==> config.mk <==
export PLATFORM = sky130hd
export DESIGN_NAME = json_string_unescape_flat
export DESIGN_NICKNAME = d
export VERILOG_FILES = /design/src/hdl/jsu_pkg.sv /design/src/hdl/jsu_stream_if.sv /design/src/hdl/json_string_unescape.sv /design/src/flat_wrapper.sv
export VERILOG_INCLUDE_DIRS = /design/src /design/src/hdl
export SDC_FILE = /design/constraint.sdc
export NUM_CORES = 1
export LEC_CHECK = 0
export CAP_MARGIN = 20
export CORE_ASPECT_RATIO = 1.75
export CORE_MARGIN = 1.5
export CORE_UTILIZATION = 60
export DETAILED_ROUTE_END_ITERATION = 6
export DONT_BUFFER_PORTS = 1
export HOLD_SLACK_MARGIN = 0.06
export PLACE_DENSITY = 0.76
export SYNTH_ARGS = -nofsm -noshare
export SYNTH_HDL_FRONTEND = slang
export SYNTH_SLANG_ARGS = --single-unit
==> constraint.sdc <==
create_clock -name clk_i -period 6.29 [get_ports clk_i]
set_clock_uncertainty 0.2 [all_clocks]
set_input_delay 1.258 -clock clk_i [delete_from_list [all_inputs] [get_ports clk_i]]
set_output_delay 1.258 -clock clk_i [all_outputs]
set_load 0.02 [all_outputs]
==> src/hdl/json_string_unescape_defines.svh <==
// assertion macros for the json string unescaper
// used by json_string_unescape.sv, expects clk_i and rst_ni in scope
`ifndef JSON_STRING_UNESCAPE_DEFINES_SVH
`define JSON_STRING_UNESCAPE_DEFINES_SVH

// same-cycle implication
`define JSU_ASSERT_NOW(lbl, ante, cons, msg) \
  lbl: assert property (@(posedge clk_i) disable iff (!rst_ni) (ante) |-> (cons)) \
    else $error(msg);

// next-cycle implication
`define JSU_ASSERT_NEXT(lbl, ante, cons, msg) \
  lbl: assert property (@(posedge clk_i) disable iff (!rst_ni) (ante) |=> (cons)) \
    else $error(msg);

`endif

==> src/hdl/jsu_pkg.sv <==
// types, character codes and utf-8 encoder for the json string unescaper
// no dependencies
package jsu_pkg;

  typedef enum logic [3:0] {
    MODE_IDLE   = 4'd0,
    MODE_STR    = 4'd1,
    MODE_ESC    = 4'd2,
    MODE_HEX1   = 4'd3,
    MODE_HIWAIT = 4'd4,
    MODE_HIESC  = 4'd5,
    MODE_HEX2   = 4'd6
  } mode_e;

  typedef enum logic [1:0] {
    END_NONE  = 2'd0,
    END_QUOTE = 2'd1,
    END_ZERO  = 2'd2
  } end_e;

  localparam logic [7:0] CH_NUL    = 8'h00;
  localparam logic [7:0] CH_QUOTE  = 8'h22;
  localparam logic [7:0] CH_BSLASH = 8'h5C;
  localparam logic [7:0] CH_U      = 8'h75;
  localparam logic [7:0] CH_B      = 8'h62;
  localparam logic [7:0] CH_F      = 8'h66;
  localparam logic [7:0] CH_N      = 8'h6E;
  localparam logic [7:0] CH_R      = 8'h72;
  localparam logic [7:0] CH_T      = 8'h74;
  localparam logic [7:0] CH_0      = 8'h30;
  localparam logic [7:0] CH_9      = 8'h39;
  localparam logic [7:0] CH_UA     = 8'h41;
  localparam logic [7:0] CH_UF     = 8'h46;
  localparam logic [7:0] CH_LA     = 8'h61;
  localparam logic [7:0] CH_LF     = 8'h66;

  localparam logic [7:0] CTRL_BS  = 8'h08;
  localparam logic [7:0] CTRL_FF  = 8'h0C;
  localparam logic [7:0] CTRL_LF  = 8'h0A;
  localparam logic [7:0] CTRL_CR  = 8'h0D;
  localparam logic [7:0] CTRL_TAB = 8'h09;

  localparam logic [15:0] HI_SURR_MIN = 16'hD800;
  localparam logic [15:0] HI_SURR_MAX = 16'hDBFF;
  localparam logic [15:0] LO_SURR_MIN = 16'hDC00;
  localparam logic [15:0] LO_SURR_MAX = 16'hDFFF;
  localparam logic [20:0] SUPP_BASE   = 21'h10000;

  localparam int unsigned MaxResults = 4;

  typedef struct packed {
    logic [7:0] in_byte;
  } in_item_t;

  typedef struct packed {
    logic [7:0] out_byte;
    logic       byte_valid;
    end_e       end_code;
    logic       not_string;
    logic       last;
  } out_item_t;

  typedef struct packed {
    logic [2:0]                 n;
    logic [MaxResults-1:0][7:0] bytes;
  } utf8_t;

  function automatic utf8_t utf8_enc(input logic [20:0] cp);
    utf8_t u;
    u = '0;
    if (cp < 21'h80) begin
      u.n        = 3'd1;
      u.bytes[0] = cp[7:0];
    end else if (cp < 21'h800) begin
      u.n        = 3'd2;
      u.bytes[0] = {3'b110, cp[10:6]};
      u.bytes[1] = {2'b10, cp[5:0]};
    end else if (cp < SUPP_BASE) begin
      u.n        = 3'd3;
      u.bytes[0] = {4'b1110, cp[15:12]};
      u.bytes[1] = {2'b10, cp[11:6]};
      u.bytes[2] = {2'b10, cp[5:0]};
    end else begin
      u.n        = 3'd4;
      u.bytes[0] = {5'b11110, cp[20:18]};
      u.bytes[1] = {2'b10, cp[17:12]};
      u.bytes[2] = {2'b10, cp[11:6]};
      u.bytes[3] = {2'b10, cp[5:0]};
    end
    return u;
  endfunction

endpackage

==> src/hdl/jsu_stream_if.sv <==
// valid/ready stream channel with a typed payload
// payload types come from jsu_pkg at the point of instantiation
interface jsu_stream_if #(
  parameter type payload_t = logic [7:0]
) ();
  logic     valid;
  logic     ready;
  payload_t data;

  modport source (output valid, output data, input ready);
  modport sink (input valid, input data, output ready);
endinterface

==> src/hdl/json_string_unescape.sv <==
// Unescapes a JSON string literal fed one byte per request, starting at its
// opening quote, and returns the decoded bytes (UTF-8 for \u escapes) plus end
// and not-a-string markers. The input byte is registered, decoded against the
// parse state in one pass, and its results land in a four-entry result register
// that drains one result per cycle while the output is ready. A byte giving at
// most one result is taken every cycle while the output is ready; a \u escape
// yielding n UTF-8 bytes holds the input until its results have drained. A
// result passes the input register and then the result register. Depends on
// jsu_pkg and jsu_stream_if, assertions on json_string_unescape_defines.svh.
`include "json_string_unescape_defines.svh"

module json_string_unescape (
  input  logic         clk_i,
  input  logic         rst_ni,
  jsu_stream_if.sink   in_i,
  jsu_stream_if.source out_o
);

  // input stage
  logic       s1_valid_q, s1_valid_d;
  logic [7:0] s1_byte_q;
  logic       s1_move;
  logic       buf_free;

  // parse state
  jsu_pkg::mode_e mode_q, mode_d;
  logic [1:0]     cnt_q, cnt_d;
  logic [15:0]    acc_q, acc_d;
  logic [9:0]     hsb_q, hsb_d;
  logic           bad_q, bad_d;

  // result register
  logic [2:0]                          res_rem_q, res_rem_d;
  logic [jsu_pkg::MaxResults-1:0][7:0] res_bytes_q, res_bytes_d;
  logic                                res_valid_q, res_valid_d;
  jsu_pkg::end_e                       res_end_q, res_end_d;
  logic                                res_ns_q, res_ns_d;
  logic                                out_take;

  // decode results for the byte in the input stage
  logic [2:0]                          new_n;
  logic [jsu_pkg::MaxResults-1:0][7:0] new_bytes;
  logic                                new_valid;
  jsu_pkg::end_e                       new_end;
  logic                                new_ns;

  logic [7:0]    b;
  logic          is_plain, is_esc;
  logic          hex_ok;
  logic [3:0]    hex_val;
  logic [15:0]   acc_nx;
  logic          bad_nx;
  logic [15:0]   code;
  logic [7:0]    esc_val;
  jsu_pkg::utf8_t u8;

  assign b        = s1_byte_q;
  assign out_take = out_o.valid && out_o.ready;
  assign buf_free = (res_rem_q == 3'd0) || ((res_rem_q == 3'd1) && out_o.ready);
  assign s1_move  = s1_valid_q && buf_free;
  assign in_i.ready = !s1_valid_q || s1_move;

  assign s1_valid_d = (in_i.valid && in_i.ready) ? 1'b1 : (s1_move ? 1'b0 : s1_valid_q);

  // hex digit decode
  always_comb begin
    hex_ok  = 1'b1;
    hex_val = 4'd0;
    if (b >= jsu_pkg::CH_0 && b <= jsu_pkg::CH_9) begin
      hex_val = 4'(b - jsu_pkg::CH_0);
    end else if (b >= jsu_pkg::CH_UA && b <= jsu_pkg::CH_UF) begin
      hex_val = 4'(b - jsu_pkg::CH_UA + 8'd10);
    end else if (b >= jsu_pkg::CH_LA && b <= jsu_pkg::CH_LF) begin
      hex_val = 4'(b - jsu_pkg::CH_LA + 8'd10);
    end else begin
      hex_ok = 1'b0;
    end
    acc_nx = hex_ok ? {acc_q[11:0], hex_val} : acc_q;
    bad_nx = bad_q || !hex_ok;
    code   = bad_nx ? 16'd0 : acc_nx;
  end

  // escape translation
  always_comb begin
    case (b)
      jsu_pkg::CH_B: esc_val = jsu_pkg::CTRL_BS;
      jsu_pkg::CH_F: esc_val = jsu_pkg::CTRL_FF;
      jsu_pkg::CH_N: esc_val = jsu_pkg::CTRL_LF;
      jsu_pkg::CH_R: esc_val = jsu_pkg::CTRL_CR;
      jsu_pkg::CH_T: esc_val = jsu_pkg::CTRL_TAB;
      default:       esc_val = b;
    endcase
  end

  // utf-8 for a single code or a surrogate pair
  always_comb begin
    if (mode_q == jsu_pkg::MODE_HEX2) begin
      u8 = jsu_pkg::utf8_enc(jsu_pkg::SUPP_BASE + {1'b0, hsb_q, code[9:0]});
    end else begin
      u8 = jsu_pkg::utf8_enc({5'd0, code});
    end
  end

  assign is_plain = (mode_q == jsu_pkg::MODE_STR) ||
                    ((mode_q == jsu_pkg::MODE_HIWAIT) && (b != jsu_pkg::CH_BSLASH));
  assign is_esc   = (mode_q == jsu_pkg::MODE_ESC) ||
                    ((mode_q == jsu_pkg::MODE_HIESC) && (b != jsu_pkg::CH_U));

  // next parse state and results
  always_comb begin
    mode_d    = mode_q;
    cnt_d     = cnt_q;
    acc_d     = acc_q;
    hsb_d     = hsb_q;
    bad_d     = bad_q;
    new_n     = 3'd0;
    new_bytes = '0;
    new_valid = 1'b0;
    new_end   = jsu_pkg::END_NONE;
    new_ns    = 1'b0;
    if (is_plain) begin
      mode_d = jsu_pkg::MODE_STR;
      if (b == jsu_pkg::CH_QUOTE) begin
        new_n   = 3'd1;
        new_end = jsu_pkg::END_QUOTE;
        mode_d  = jsu_pkg::MODE_IDLE;
      end else if (b == jsu_pkg::CH_NUL) begin
        new_n   = 3'd1;
        new_end = jsu_pkg::END_ZERO;
        mode_d  = jsu_pkg::MODE_IDLE;
      end else if (b == jsu_pkg::CH_BSLASH) begin
        mode_d = jsu_pkg::MODE_ESC;
      end else begin
        new_n        = 3'd1;
        new_valid    = 1'b1;
        new_bytes[0] = b;
      end
    end else if (is_esc) begin
      if (b == jsu_pkg::CH_NUL) begin
        new_n   = 3'd1;
        new_end = jsu_pkg::END_ZERO;
        mode_d  = jsu_pkg::MODE_IDLE;
      end else if (b == jsu_pkg::CH_U) begin
        mode_d = jsu_pkg::MODE_HEX1;
        cnt_d  = 2'd0;
        acc_d  = 16'd0;
        bad_d  = 1'b0;
      end else begin
        new_n        = 3'd1;
        new_valid    = 1'b1;
        new_bytes[0] = esc_val;
        mode_d       = jsu_pkg::MODE_STR;
      end
    end else if (mode_q == jsu_pkg::MODE_HIWAIT) begin
      mode_d = jsu_pkg::MODE_HIESC;
    end else if (mode_q == jsu_pkg::MODE_HIESC) begin
      mode_d = jsu_pkg::MODE_HEX2;
      cnt_d  = 2'd0;
      acc_d  = 16'd0;
      bad_d  = 1'b0;
    end else if (mode_q == jsu_pkg::MODE_HEX1 || mode_q == jsu_pkg::MODE_HEX2) begin
      if (b == jsu_pkg::CH_NUL) begin
        new_n   = 3'd1;
        new_end = jsu_pkg::END_ZERO;
        mode_d  = jsu_pkg::MODE_IDLE;
      end else begin
        acc_d = acc_nx;
        bad_d = bad_nx;
        if (cnt_q != 2'd3) begin
          cnt_d = cnt_q + 2'd1;
        end else begin
          cnt_d  = 2'd0;
          mode_d = jsu_pkg::MODE_STR;
          if (mode_q == jsu_pkg::MODE_HEX1) begin
            // zero value and lone low surrogate are dropped
            if (code == 16'd0 ||
                (code >= jsu_pkg::LO_SURR_MIN && code <= jsu_pkg::LO_SURR_MAX)) begin
              new_n = 3'd0;
            end else if (code >= jsu_pkg::HI_SURR_MIN && code <= jsu_pkg::HI_SURR_MAX) begin
              hsb_d  = code[9:0];
              mode_d = jsu_pkg::MODE_HIWAIT;
            end else begin
              new_n     = u8.n;
              new_bytes = u8.bytes;
              new_valid = 1'b1;
            end
          end else if (code >= jsu_pkg::LO_SURR_MIN && code <= jsu_pkg::LO_SURR_MAX) begin
            new_n     = u8.n;
            new_bytes = u8.bytes;
            new_valid = 1'b1;
          end
        end
      end
    end else begin
      // idle, and unused mode codes
      if (b == jsu_pkg::CH_QUOTE) begin
        mode_d = jsu_pkg::MODE_STR;
      end else begin
        mode_d = jsu_pkg::MODE_IDLE;
        new_n  = 3'd1;
        new_ns = 1'b1;
      end
    end
  end

  // result register load and drain
  always_comb begin
    res_rem_d   = res_rem_q;
    res_bytes_d = res_bytes_q;
    res_valid_d = res_valid_q;
    res_end_d   = res_end_q;
    res_ns_d    = res_ns_q;
    if (s1_move) begin
      res_rem_d   = new_n;
      res_bytes_d = new_bytes;
      res_valid_d = new_valid;
      res_end_d   = new_end;
      res_ns_d    = new_ns;
    end else if (out_take) begin
      res_rem_d   = res_rem_q - 3'd1;
      res_bytes_d = {8'h00, res_bytes_q[jsu_pkg::MaxResults-1:1]};
    end
  end

  assign out_o.valid           = (res_rem_q != 3'd0);
  assign out_o.data.out_byte   = res_bytes_q[0];
  assign out_o.data.byte_valid = res_valid_q;
  assign out_o.data.end_code   = res_end_q;
  assign out_o.data.not_string = res_ns_q;
  assign out_o.data.last       = (res_rem_q == 3'd1);

  always_ff @(posedge clk_i or negedge rst_ni) begin
    if (!rst_ni) begin
      s1_valid_q <= 1'b0;
      res_rem_q  <= 3'd0;
      mode_q     <= jsu_pkg::MODE_IDLE;
      cnt_q      <= 2'd0;
      acc_q      <= 16'd0;
      hsb_q      <= 10'd0;
      bad_q      <= 1'b0;
    end else begin
      s1_valid_q <= s1_valid_d;
      res_rem_q  <= res_rem_d;
      if (s1_move) begin
        mode_q <= mode_d;
        cnt_q  <= cnt_d;
        acc_q  <= acc_d;
        hsb_q  <= hsb_d;
        bad_q  <= bad_d;
      end
    end
  end

  always_ff @(posedge clk_i) begin
    if (in_i.valid && in_i.ready) begin
      s1_byte_q <= in_i.data.in_byte;
    end
    res_bytes_q <= res_bytes_d;
    res_valid_q <= res_valid_d;
    res_end_q   <= res_end_d;
    res_ns_q    <= res_ns_d;
  end

  `JSU_ASSERT_NOW(a_rem_range, 1'b1, res_rem_q <= 3'd4, "result count out of range")
  `JSU_ASSERT_NOW(a_marker_alone, out_o.valid && (res_ns_q || res_end_q != jsu_pkg::END_NONE), !res_valid_q && res_rem_q == 3'd1 && res_bytes_q[0] == 8'h00, "marker result not single")
  `JSU_ASSERT_NEXT(a_stall_holds, out_o.valid && !out_o.ready, res_rem_q == $past(res_rem_q) && res_bytes_q[0] == $past(res_bytes_q[0]), "stalled result changed")
  `JSU_ASSERT_NEXT(a_s1_waits, s1_valid_q && res_rem_q > 3'd1, s1_valid_q && s1_byte_q == $past(s1_byte_q), "input stage lost a byte")

endmodule

==> src/flat_wrapper.sv <==
// flat-port wrapper written by rule: the top's interface ports become plain ports
module json_string_unescape_flat import jsu_pkg::*;
  (clk_i, rst_ni, in_i_valid, in_i_data, in_i_ready, out_o_valid, out_o_data, out_o_ready);
  jsu_stream_if #(.payload_t(in_item_t)) in_i_i ();
  jsu_stream_if #(.payload_t(out_item_t)) out_o_i ();
  input  logic clk_i;
  input  logic rst_ni;
  input wire logic [$bits(in_i_i.valid)-1:0] in_i_valid;
  input wire logic [$bits(in_i_i.data)-1:0] in_i_data;
  output wire logic [$bits(in_i_i.ready)-1:0] in_i_ready;
  output wire logic [$bits(out_o_i.valid)-1:0] out_o_valid;
  output wire logic [$bits(out_o_i.data)-1:0] out_o_data;
  input wire logic [$bits(out_o_i.ready)-1:0] out_o_ready;
  assign in_i_i.valid = in_i_valid;
  assign in_i_i.data = in_i_data;
  assign in_i_ready = in_i_i.ready;
  assign out_o_valid = out_o_i.valid;
  assign out_o_data = out_o_i.data;
  assign out_o_i.ready = out_o_ready;
  json_string_unescape u_core (.clk_i(clk_i), .rst_ni(rst_ni), .in_i(in_i_i), .out_o(out_o_i));
endmodule
Yosys cells after proc, flatten, opt, wreduce, memory -nomap -nowiden
Index checks and enable logic that the tools add are counted.

Add/sub/neg operators: 8. Multipliers: 0. Divide/modulo/power cells: 0. Order comparisons: 15. Eq/ne operators: 23. Shift operators: 0. Muxes and demuxes: 134. Bitwise gates (word level): 7. Reduce and logical (&&, ||, !) cells: 31.

Operators by type and width (count): 32-bit two-way mux (11); 24-bit two-way mux (10); 16-bit two-way mux (12); 8-bit two-way mux (11); 3-bit two-way mux (20); 4-bit two-way mux (15); 8-bit by 7-bit equality test with 1-bit output, second input constant (7); 8-bit case mux with 5 select lines (1); 2-bit two-way mux (18); 35-bit two-way mux (1); 1-bit two-way mux (34); 16-bit >= comparator, second input constant (2); 16-bit less-or-equal comparator, second input constant (2); 22-bit two-way mux (1); 17-bit by 20-bit adder with 21-bit output, first input constant (1); 21-bit by 12-bit less-than comparator with 1-bit output, second input constant (1); 21-bit by 17-bit less-than comparator with 1-bit output, second input constant (1); 21-bit by 8-bit less-than comparator with 1-bit output, second input constant (1); 8-bit by 7-bit >= comparator with 1-bit output, second input constant (2); 8-bit by 7-bit less-or-equal comparator with 1-bit output, second input constant (2); 16-bit logical NOT (1); 16-bit by 12-bit less-than comparator with 1-bit output, second input constant (1); 16-bit by 8-bit less-than comparator with 1-bit output, second input constant (1); 8-bit by 7-bit != test with 1-bit output, second input constant (2); 27 further kinds (60).

Flip-flop bits (word level): 81. Bits in latches: 0. Memory bits (writable): 0. Bits in read-only memories: 0. Output and inout bits: 15. Memories: 0.

Depth between registers and ports, before layout
Depth after elaboration: 28. Mapped depth: 11. Gate-level depth less buffers: 9.

Worst setup path before layout
No wires, ideal clock.

Path type: reg-to-reg. Start point: reg u_core.s1_byte_q[0] (netlist: u_core.b[0]). End point: reg u_core.res_bytes_q, in the netlist u_core.out_o.data[7] (data pin). Setup time: 0.263 ns. Arrival: 2.786 ns. Required time: 5.827 ns. Path slack: 3.041 ns. Stages on the path, launching flop included: 10. Path through: edfxtp_1 inv_1 ha_1 or3b_2 and4_2 o21ai_0 a31oi_1 a21oi_1 a221o_1 o22ai_1.

RTL lines: start, declared (line json_string_unescape.sv:21) `logic [7:0] s1_byte_q;`; start signal, assigned (line json_string_unescape.sv:256) `s1_byte_q <= in_i.data.in_byte;`; end signal, assigned (line json_string_unescape.sv:258) `res_bytes_q <= res_bytes_d;`; end, declared (line json_string_unescape.sv:34) `logic [jsu_pkg::MaxResults-1:0][7:0] res_bytes_q, res_bytes_d;`.

==> out/metrics.csv <==
stage;metric;value;unit
die;initial core utilization;61.34;%
clocking;worst skew pair latency;0.34;ns
drt;remaining antenna violation count after routing;0;
power;static leakage;1.927;nW
critical_path;crit path to;u_core.out_o.data[7];
clocking;H-tree depth;3;
place;post-DP HPWL;10.91;mm
power;switching share of power;41.31;%
finish;Final nets;531;
logic_synthesis;Synth cell types;73;
power;clock group share of total power;24.7;%
critical_path;CP max-delay cell;a21oi_1;
power;Flop pwr share;39.0;%
place;dpl cells;588;
sta;RSZ-0062 raised after global routing;no;
drt;highest routed layer;met4;
grt;grt total ovfl;0;
finish;Layout Cells excl Fill;605;
sta;Final Hold Viols;0;
place;GP Congestion;1.009;
critical_path;cell repeated most along the worst path;nor2_1;
logic_synthesis;synth warn;0;
logic_synthesis;Synth Instances;540;
sta;fmax;255.3;MHz
clocking;Root Driver;clkbuf_16;
power;pwr dens;474.8;nW/um^2
logic_synthesis;Post-synth EDFFs;41;
logic_synthesis;synthesized flop and latch total;73;
logic_synthesis;ys flop type;edfxtp_1;
drt;initial drt markers;527;
grt;initial antenna violation count;0;
die;core area;7855;um^2
logic_synthesis;asr flop ratio synth;43.84;%
clocking;CTS resizes;0;
drt;DR WL met3;971;um
drt;Remaining DRCs;0;
drt;met2 wire len;7.982;mm
critical_path;Reg-to-Reg Start;u_core.b[0];
worst_hold_path;Hold Crit Class;reg2reg;
critical_path;CP cell instances;inv_1 -> ha_1 -> or3b_2 -> and4_2 -> nor2_1 -> nor2_1 -> a21oi_1 -> a221o_1 -> o22ai_1;
drt;drt first pass iters;5;
clocking;clock sink count;73;
critical_path;Max FO, Critical Path;7;
flow_run;Max Cap Violations;0;
critical_path;CP startpoint kind;flop;
logic_synthesis;area leader, netlist;edfxtp_1;
grt;vias in the first global route;4296;
sta;endpoints failing setup;0;
critical_path;R2R Path End;u_core.out_o.data[7];
clocking;Worst-path clk slew;0.06;ns
power;Psw;0.9967;mW
drt;WL/cell;25.16;um
sta;worst-margin pin slew;0.9440;ns
sta;period utilization;62.26;%
critical_path;critical path data required time;6.16;ns
power;combinational fraction of design power;36.2;%
finish;ANT cells;0;
sta;Period minus WS final;3.916;ns
finish;layout cells sized above 1;7.767;%
finish;fill count;661;
clocking;clock tree buffer depth;2;
logic_synthesis;syn_nets;561;
clocking;CTS tree;built;
grt;global-route wire length before repair;23.49;mm
sta;max_slew headroom;36.97;%
finish;Area growth syn-to-layout;5.453;%
power;Internal Power;1.416;mW
status;outcome;complete, no violations;
critical_path;Worst path max stage delay;0.66;ns
critical_path;R2R depth;9;
die;Die Area;8598;um^2
critical_path;R2R Setup Slk;2.37;ns
logic_synthesis;syn_area_per_cell;8.923;um^2
drt;met1 wire length;5.324;mm
die;die height;121.5;um
clocking;# hold bufs at CTS;0;
logic_synthesis;ranking of synthesized cells by area;edfxtp_1, dfrtp_1, nand2_1, o21ai_0, nor2_1;
logic_synthesis;Synth Cell Area;4818;um^2
grt;largest net degree at the start of global routing;33;
die;Die Width;70.74;um
finish;final design area excluding fillers;5081;um^2
power;Max VDD drop;0.2358;mV
critical_path;critical path startpoint;u_core.b[0];
finish;fin util;64.69;%
clocking;setup repair bufs after CTS;0;
clocking;CTS buffer count;9;
die;FP Rows;43;
place;DP Area;4722;um^2
drt;Vias;4391;
logic_synthesis;top-count cell post-synth;nand2_1;
logic_synthesis;post-synth top area share;25.55;%
logic_synthesis;top cells by count, synth;nand2_1, nor2_1, o21ai_0;
sta;Final Slew Violations;0;
critical_path;CP Capture Type;flop;
critical_path;CP arrival;3.79;ns
drt;routed vias/inst;7.258;
critical_path;WS Path Type;reg2reg;
sta;Setup TNS;0;ns
drt;final wirelength;15.22;mm
place;Port Buffers;0;
logic_synthesis;Seq/Total Area, Yosys;42.17;%
die;Ports;27;
grt;gr usage total;36.76;%
cells in the final DEF (no fill, tap or decap), types with 3 or more instances in the layout:
cell       instances
a2bb2oi_1          3
and2_1             3
o211ai_1           5
a21oi_1           35
a221oi_1           4
inv_1             15
a31oi_1           10
bufinv_16          3
nor2b_1            9
nand2_1           71
mux2i_1            3
o21a_1             4
edfxtp_1          41
o21ai_0           46
o311ai_0           3
buf_4              3
nor4_1             6
nor2_1            48
nand2b_1           9
nor3_1            11
dfrtp_1           32
ha_1               9
nand4_1            4
a22o_1            18
o22ai_1           12
and3_1             5
a22oi_1            5
nand3_1           12
or3_1              7
or2_2              3
o31ai_1           10
a32o_1             4
a21o_1             3
clkbuf_16          9
cell type report:
cell class                      instances  area, um^2  share of cell area [%]
Clock buffer                           10       229.0                   4.506
Timing Repair Buffer                    4       37.54                  0.7387
Clock inverter                          6       115.1                   2.265
Inverter                               15       56.30                   1.108
Tap cell                               90       112.6                   2.216
Sequential cell                        73        2032                   39.99
Multi-Input combinational cell        407        2499                   49.18
through the flow:
stage | hold slack (ns) | setup WS, ns | total power [mW]
after floorplan | 0.2533 | 3.041 | 1.573
after global placement | 0.2716 | 2.601 | 1.773
after detailed placement | 0.2841 | 2.488 | 1.778
after CTS | 0.2968 | 2.456 | 2.382
after global routing | 0.3448 | 2.244 | 2.526
final | 0.2996 | 2.374 | 2.413
worst max-delay path, delay by kind of cell, from the launching register on:
family / cells / cell delay (ns)
and+or+nand+nor: 4 / 1.41
DFF: 1 / 0.50
adders and majority gates: 1 / 0.30
AOI/OAI and AO/OA: 3 / 1.04
buffers and inverters: 1 / 0.20
power groups by stage:
stage	sequential, mW	clock (mW)	combinational [mW]
6_report	0.942	0.597	0.874
5_1_grt	0.957	0.622	0.947
4_1_cts	0.936	0.602	0.844
3_5_place_dp	0.942	0	0.836
3_3_place_gp	0.944	0	0.830
2_1_floorplan	0.791	0	0.782
how the worst min path moves through the flow:
| stage | from | endpoint | slack (ns) | depth (start not counted) |
|---|---|---|---|---|
| 2_1_floorplan | u_core.cnt_q[1] | u_core.cnt_q[1] | 0.25 | 2 |
| 3_3_place_gp | u_core.cnt_q[1] | u_core.cnt_q[1] | 0.27 | 2 |
| 3_5_place_dp | u_core.cnt_q[1] | u_core.cnt_q[1] | 0.28 | 2 |
| 4_1_cts | u_core.cnt_q[1] | u_core.cnt_q[1] | 0.30 | 2 |
| 5_1_grt | u_core.cnt_q[1] | u_core.cnt_q[1] | 0.34 | 2 |
| 6_report | u_core.cnt_q[1] | u_core.cnt_q[1] | 0.30 | 2 |
per-layer routing:
layer / up-vias / global-route usage [%]
met5: - / 0
met4: 0 / 22.41
met3: 80 / 6.782
met2: 262 / 65.01
met1: 2087 / 40.01
li1: 1962 / -
flip-flops by register name (all words and copies together), names as in the netlist:
name / count
u_core.acc_q: 12
u_core.b: 8
u_core.bad_q: 1
u_core.cnt_q: 2
u_core.hsb_q: 10
u_core.mode_q: 3
u_core.out_o.data: 8
u_core.res_bytes_q: 21
u_core.res_end_q: 2
u_core.res_ns_q: 1
u_core.res_rem_q: 3
u_core.res_valid_q: 1
u_core.s1_valid_q: 1
cells by family (layout without fill, tap and decap cells):
family                     Yosys count  in the layout  synth area share [%]
AOI/OAI and AO/OA                  192            192                 27.63
adders and majority gates            9              9                 2.337
buffers and inverters               60             35                 5.972
DFF                                 73             73                 42.17
muxes                                4              4                0.9348
and+or+nand+nor                    202            202                 20.96
(Power assumes the default switching activity.)
